[config.mk]
export PLATFORM = sky130hd
export DESIGN_NAME = cevq_ram
export DESIGN_NICKNAME = d
export VERILOG_FILES = /design/src/cevq_ram.sv
export SDC_FILE = /design/constraint.sdc
export NUM_CORES = 1
export LEC_CHECK = 0
export BUFFER_PORTS_ARGS = -buffer_cell sky130_fd_sc_hd__buf_4
export CORE_ASPECT_RATIO = 1.4
export CORE_MARGIN = 2
export CORE_UTILIZATION = 50
export CTS_BUF_LIST = sky130_fd_sc_hd__clkbuf_4 sky130_fd_sc_hd__clkbuf_8
export CTS_CLUSTER_DIAMETER = 80
export DETAILED_ROUTE_END_ITERATION = 10
export PLACE_DENSITY = 0.69
export SLEW_MARGIN = 15
export SYNTH_ARGS = -nofsm -noshare
export SYNTH_HDL_FRONTEND = slang
export SYNTH_SLANG_ARGS = --single-unit
[constraint.sdc]
create_clock -name clk -period 2.6 [get_ports clk]
set_clock_uncertainty 0.15 [all_clocks]
set_input_delay 0.52 -clock clk [delete_from_list [all_inputs] [get_ports clk]]
set_output_delay 0.52 -clock clk [all_outputs]
set_load 0.02 [all_outputs]
[src/cevq_ram.sv]
// Generic simple dual-port RAM with one write port and a registered read port.
module cevq_ram #(
  parameter int WIDTH = 8,
  parameter int DEPTH = 16
) (
  input  logic                     clk,
  input  logic                     we,
  input  logic [$clog2(DEPTH)-1:0] waddr,
  input  logic [WIDTH-1:0]         wdata,
  input  logic                     re,
  input  logic [$clog2(DEPTH)-1:0] raddr,
  output logic [WIDTH-1:0]         rdata
);

  logic [WIDTH-1:0] mem [DEPTH];

  // Write port.
  always_ff @(posedge clk) begin
    if (we) begin
      mem[waddr] <= wdata;
    end
  end

  // Registered read port; data holds while re is low.
  always_ff @(posedge clk) begin
    if (re) begin
      rdata <= mem[raddr];
    end
  end

endmodule

Word level (Yosys, flattened, before mapping)
Memory sizes are Yosys's and may differ from the RTL's. A register that Yosys moved wholly into a read port is not among the register bits.
Cells that the tools add are included.
Word-level totals
  register bits: 0
  bits in writable memories: 128
  memories kept: 1
Memories
  mem: words 16, bits a word 8, read ports 1, clocked after memory_dff 1, write ports 1, RTL line 15  | logic [WIDTH-1:0] mem [DEPTH];
Cells by class
  muxes and demuxes: 2
Operators with widths (number)
  1-bit 2-to-1 mux: 2

Logic depth before layout (Yosys ltp)
Gate-level depths: netlist of run 1.
  depth in word-level cells: 2
  gate-level depth with buffers: 5
  mapped depth without buffers: 3

Worst setup path before layout of run 1
OpenSTA, ideal clock, no wires.
  kind: input-to-reg
  start point: in waddr[2]
  end point: mem mem[0][0], enable pin
  data arrival time: 1.630 ns
  data required time: 2.067 ns
  slack: 0.437 ns
  cell stages on the path: 2
  buffers on the path: 0
  cell sequence: or3b_2 > nor3_1
RTL lines
  start: declaration: RTL line 8  | input logic [$clog2(DEPTH)-1:0] waddr,
  end: declaration: RTL line 15
No word-level cell before the write port.

==> results.md, run 1 <==
* Yosys reg bits at 136
* CTS sink cnt at 136
* # rows at 44
* CTS Hold Bufs at 0
* Hold Slack at 235 ps
* Die height at 125 um
* Total setup buffers inserted after CTS at 0
* Yosys top cell area share at 0.781
* Antenna diodes at 0
* Slew Limit Fails at 0
* R2R Setup Slk at 970 ps
* Post-Route Utilization at 0.582
* Yosys cell types at 18
* Synth Cell Area at 5230 um2
* Core area at 10300 um2
* Combinational power share at 0.058
* Critical Path Start Type: input pin
* Worst-path cell chain: buf_4, buf_12, mux4_1, a22oi_1, nand2_1
* Post-route cell area at 6000 um2
* Vias per cell at 5.58
* Pre-CTS WS at 334 ps
* Nets at 302
* Post-Syn Nets at 248
* WL per Instance at 21.6 um
* Largest area contributor in the netlist: edfxtp_1
* Sequential power share at 0.596
* Status: completed
* Max-cap check violation count at 0
* Initial antenna violation count at 0
* Initial DRT Pass Iterations at 5
* Max-slew headroom at 0.566
* Tot Pwr at 4.16 mW
* HP Class: in2reg
* Clk root buf: clkbuf_8
* CTS buffer count at 17
* H-tree levels at 4
* CTS tree: built
* Clk pwr share at 0.345
* Sequential area share after synthesis at 0.781
* Layout cells sized above 1 at 0.304
* Clk slew on worst S/H paths at 70 ps
* Critical Path Slowest Stage Cell: mux4_1
* Post-CTS Resized at 0
* RSZ-0062 raised after global routing: false
* Switching share of power at 0.205
* Max incr delay on CP at 580 ps
* DP Wirelength at 6320 um
* Inst Count DP at 402
* Total grt overflow at 0
* Final Routed Wirelength at 9380 um
* Worst skew pair latency at 430 ps
* CP max FO at 17
* Critical path arrival at 1820 ps
* Final hold vios at 0
* Minimum clock period at 1790 ps
* CP endpoint kind: flop
* Layout Cells excl Fill at 434
* Largest net degree at the start of global routing at 33
* Top_reg_cell synth: edfxtp_1
* Part of the cycle the worst path needs at 0.689
* Psw at 853 uW
* 1st-iter DRT viols at 173
* Wire length of the first global-routing pass at 15100 um
* Final Setup Violations at 0
* Buffers added on ports at 26
* Placer Congestion at 0.755
* Horiz. Die Dim at 90.4 um
* DIE AREA at 11300 um2
* Cell count after synthesis at 229
* Most frequent cell after synthesis: edfxtp_1
* Fin worst setup slack at 809 ps
* Gr usage total at 0.188
* Kind of critical path: in2reg
* Worst endpoint required time at 2630 ps
* Starting Density at 0.508
* DRC viols at 0
* Warnings, synthesis at 0
* Placed Area at 5660 um2
* Area grow syn2layout at 14.7%
* Fmax at 0.558 GHz
* Mean Syn Cell Area at 22.8 um2
* Slew @ Worst Pin at 649 ps
* Via Count at 2423
* Commonest cells post-synth: 136 x edfxtp_1, 18 x mux4_2, 16 x a22oi_1
* Worst vdd rail ir drop at 516 uV
* Post-synth ARST share at 0
* Vias in the first global route at 2601
* Post-route ant nets at 0
* EDFF count, synth at 136
* I/O pin total at 27
* Ranking of synthesized cells by area: edfxtp_1 78%, mux4_2 7.8%, mux4_1 7.0%, a22oi_1 2.3%, nor2_1 0.93%
* Power Density at 694 nW/um2
* Pleak at 2.01 nW
* Setup TNS at 0 ps
* CTS Buffer Depth at 2
* Internal at 3.31 mW
==> area by class of cell <==
cell class,instances,area [um2]
Clock buffer,18,241
Clock inverter,14,90.1
Fill cell,756,4300
Multi-Input combinational cell,83,1060
Sequential cell,136,4080
Tap cell,138,173
Timing Repair Buffer,45,350
==> critical path, delay by kind of cell <==
| family | cells | cell delay [ps] |
|---|---|---|
| compound gates | 1 | 240 |
| buf+inv | 2 | 390 |
| mux | 1 | 580 |
| simple gates | 1 | 80 |
==> sequential cells by signal (all words and copies together) (netlist names) <==
signal  cells
mem       128
rdata       8
==> kinds of logic after synthesis <==
| family | count (synthesis) | share of synthesized area |
|---|---|---|
| compound gates | 16 | 0.0230 |
| mux | 32 | 0.148 |
| flops | 136 | 0.781 |
| buf+inv | 10 | 0.0165 |
| simple gates | 35 | 0.0314 |
==> power groups by stage <==
stage	sequential (mW)	clock [mW]	combinational (mW)
finish	2.48	1.44	0.242
global route	2.48	1.58	0.266
CTS	2.48	1.48	0.248
detailed placement	2.53	0	0.247
global placement	2.53	0	0.241
floorplan	2.54	0	0.125
==> metal layers <==
| layer | global-route usage | up-vias | wire, um |
|---|---|---|---|
| met5 | 0 | - | 0 |
| met1 | 0.232 | 1236 | 3790 |
| met2 | 0.317 | 89 | 5000 |
| li1 | - | 1087 | - |
| met4 | 0.0652 | 0 | 111 |
| met3 | 0.0602 | 11 | 472 |
==> worst paths after layout <==
check                  start   endpoint  cells after the start
setup reg to reg   mem[2][3]   rdata[3]                      3
hold / removal      wdata[1]  mem[9][1]                      1
setup / recovery    raddr[0]   rdata[4]                      5
hold reg to reg   mem[12][3]   rdata[3]                      3
==> cells in the final DEF, fill, tap and decap left out, drive strengths merged <==
| cell | Yosys | routed |
|---|---|---|
| or3b | 1 | 1 |
| nor2 | 13 | 13 |
| mux4 | 32 | 32 |
| buf | 7 | 45 |
| and2b | 1 | 1 |
| nor3 | 4 | 4 |
| nor2b | 1 | 1 |
| nand2 | 9 | 9 |
| edfxtp | 136 | 136 |
| nand3b | 2 | 2 |
| and2 | 1 | 1 |
| a22oi | 16 | 16 |
| clkinv | 0 | 12 |
| clkbuf | 0 | 18 |
| bufinv | 0 | 1 |
| nand2b | 2 | 2 |
| nand3 | 1 | 1 |
| clkinvlp | 0 | 1 |
Note: power is estimated with default switching activity, not from simulation.
==> run 2, diff against run 1 <==
- ABC_AREA: not set -> 1
- clock period: 2.6 -> 1.7 ns (I/O delays scaled with it)
==> run 2 against run 1 <==
  * Global-route usage rose by 3.2 points
  * Synthesized area increased by 12%
  * Largest cell class unchanged
  * Largest power group unchanged
  * Design area increased by 12%
  * Register-to-register slack worse by 550 ps
  * Sequential power grew 53%
  * Final cell count up 74%
==> results.md, run 2 <==
* Most frequent cell after synthesis: nand2_1
* HP Class: in2reg
* Slew @ Worst Pin at 338 ps
* Max-slew headroom at 0.774
* Final Routed Wirelength at 12600 um
* Antenna diodes at 0
* Synth Cell Area at 5850 um2
* Nets at 619
* Critical path depth at 1
* Register-to-Register Path Depth at 6
* CTS Hold Bufs at 0
* Total setup buffers inserted after CTS at 0
* Horiz. Die Dim at 95.4 um
* Worst endpoint required time at 1210 ps
* Cell count after synthesis at 551
* Critical Path Slowest Stage Cell: edfxtp_1
* Minimum clock period at 1520 ps
* I/O pin total at 27
* Setup crit start: rdata[0]
* Yosys top cell area share at 0.698
* Final Setup Violations at 0
* Buf/Inv on CP at 1
* Post-route ant nets at 0
* CTS Buffer Depth at 2
* Part of the cycle the worst path needs at 0.894
* DP Wirelength at 8330 um
* 1st-iter DRT viols at 334
* Post-CTS Resized at 0
* Delay-heaviest family, CP: flip-flops
* Hold Slack at 42.3 ps
* DIE AREA at 12600 um2
* DRC viols at 0
* Yosys cell types at 11
* CP max FO at 1
* Crit Reg-Reg Startpoint: mem[6][5]
* Most common cell after layout, fill and taps aside: nand2_1
* Largest net degree at the start of global routing at 54
* Layout Cells excl Fill at 757
* EDFF count, synth at 136
* RSZ-0062 raised after global routing: false
* Vias per cell at 5.07
* Layout cells sized above 1 at 0.139
* Gr usage total at 0.220
* Largest area contributor in the netlist: edfxtp_1
* Total grt overflow at 0
* Die height at 132 um
* Starting Density at 0.513
* Post-Syn Nets at 570
* WL per Instance at 16.6 um
* Core area at 11400 um2
* Area grow syn2layout at 15.2%
* Max FFs per register at 128
* Max-cap check violation count at 0
* Vias in the first global route at 3743
* Inst Count DP at 725
* Kind of critical path: reg2out
* Clk slew on worst S/H paths at 70 ps
* Buffers added on ports at 26
* CTS buffer count at 17
* Worst reg2reg path endpoint: rdata[5]
* Critical path arrival at 1030 ps
* Setup TNS at 0 ps
* Worst skew pair latency at 440 ps
* Mean Syn Cell Area at 10.6 um2
* Max incr delay on CP at 420 ps
* Worst vdd rail ir drop at 593 uV
* Power Density at 1050 nW/um2
* Most flop-heavy register: mem
* H-tree levels at 4
* Critical Path Start Type: flop
* Yosys reg bits at 136
* Largest regs: mem: 128 flops, rdata: 8 flops
* Placer Congestion at 0.959
* Initial antenna violation count at 0
* Final hold vios at 0
* Warnings, synthesis at 0
* # rows at 46
* CP endpoint kind: output pin
* Via Count at 3837
* Ranking of synthesized cells by area: edfxtp_1 70%, nand2_1 11%, nand3_1 8.3%, inv_1 6.4%, buf_6 1.2%
* Post-synth ARST share at 0
* Top_reg_cell synth: edfxtp_1
* Worst-path cell chain: buf_4
* Wire length of the first global-routing pass at 20000 um
* R2R Setup Slk at 420 ps
* Pleak at 2.93 nW
* CTS sink cnt at 136
* Initial DRT Pass Iterations at 5
* Commonest cells post-synth: 173 x nand2_1, 136 x edfxtp_1, 100 x inv_1
* Slew Limit Fails at 0
* Clk root buf: clkbuf_8
* Fmax at 0.658 GHz
* Fillcell total at 949
* Status: completed
* Most frequent cells in the layout: 173 x nand2_1, 136 x edfxtp_1, 100 x inv_1, 97 x nand3_1, 50 x buf_4
* CP endpoint: rdata[0]
* Sequential area share after synthesis at 0.698
* CTS tree: built
[run 2: cell count changes after synthesis, moves of 4 or more]
| cell | change |
|---|---|
| a22oi_1 | -16 |
| buf_2 | +10 |
| inv_1 | +100 |
| mux4_1 | -14 |
| mux4_2 | -18 |
| nand2_1 | +164 |
| nand3_1 | +96 |
| nor2_1 | +4 |
| nor3_1 | -4 |
[run 2: worst min path at each step]
stage                  start        end  slack (ps)  cells after the start
global placement          re   rdata[3]         490                      1
CTS                       re   rdata[1]          20                      1
global route              re   rdata[1]          20                      1
finish                    re   rdata[1]          40                      1
floorplan           wdata[0]  mem[0][0]         290                      0
detailed placement        re   rdata[1]         490                      1
[run 2: cells by family after synthesis]
| logic type | synth area share |
|---|---|
| simple gates | 0.208 |
| buf+inv | 0.0939 |
| flops | 0.698 |
[run 2: power by group]
group	switching, mW	internal, mW	leakage (nW)
Combinational	0.335	0.172	1.48
Clock	1.11	1.64	0.214
Sequential	0.0231	3.78	1.24
Total	1.47	5.59	2.93
[run 2: per-stage QoR]
step / util / power [mW] / worst slack (ps) / instance area [um2]
4_1_cts: 0.591 / 7.09 / 145 / 6730
3_3_place_gp: 0.554 / 4.36 / 44.5 / 6320
6_report: 0.591 / 7.06 / 180 / 6730
3_5_place_dp: 0.554 / 4.38 / 37.9 / 6320
2_1_floorplan: - / 4.15 / 259 / 5850
5_1_grt: 0.591 / 7.30 / 129 / 6730
[run 2: final cells by class]
cell class	count	area, um2	share of cell area
clock buffers	21	264	0.0392
clock inverters	11	154	0.0229
inverters	102	383	0.0569
multi-input cells	289	1210	0.180
flip-flops and latches	136	4080	0.606
well taps	144	180	0.0268
repair buffers	54	455	0.0676
[run 2: per-layer routing]
| metal | routed length, um | part of all wire | GRT usage |
|---|---|---|---|
| met5 | 0 | 0 | 0 |
| met4 | 185 | 0.015 | 0.0659 |
| met3 | 767 | 0.061 | 0.0612 |
| met2 | 6560 | 0.52 | 0.371 |
| met1 | 5090 | 0.40 | 0.275 |
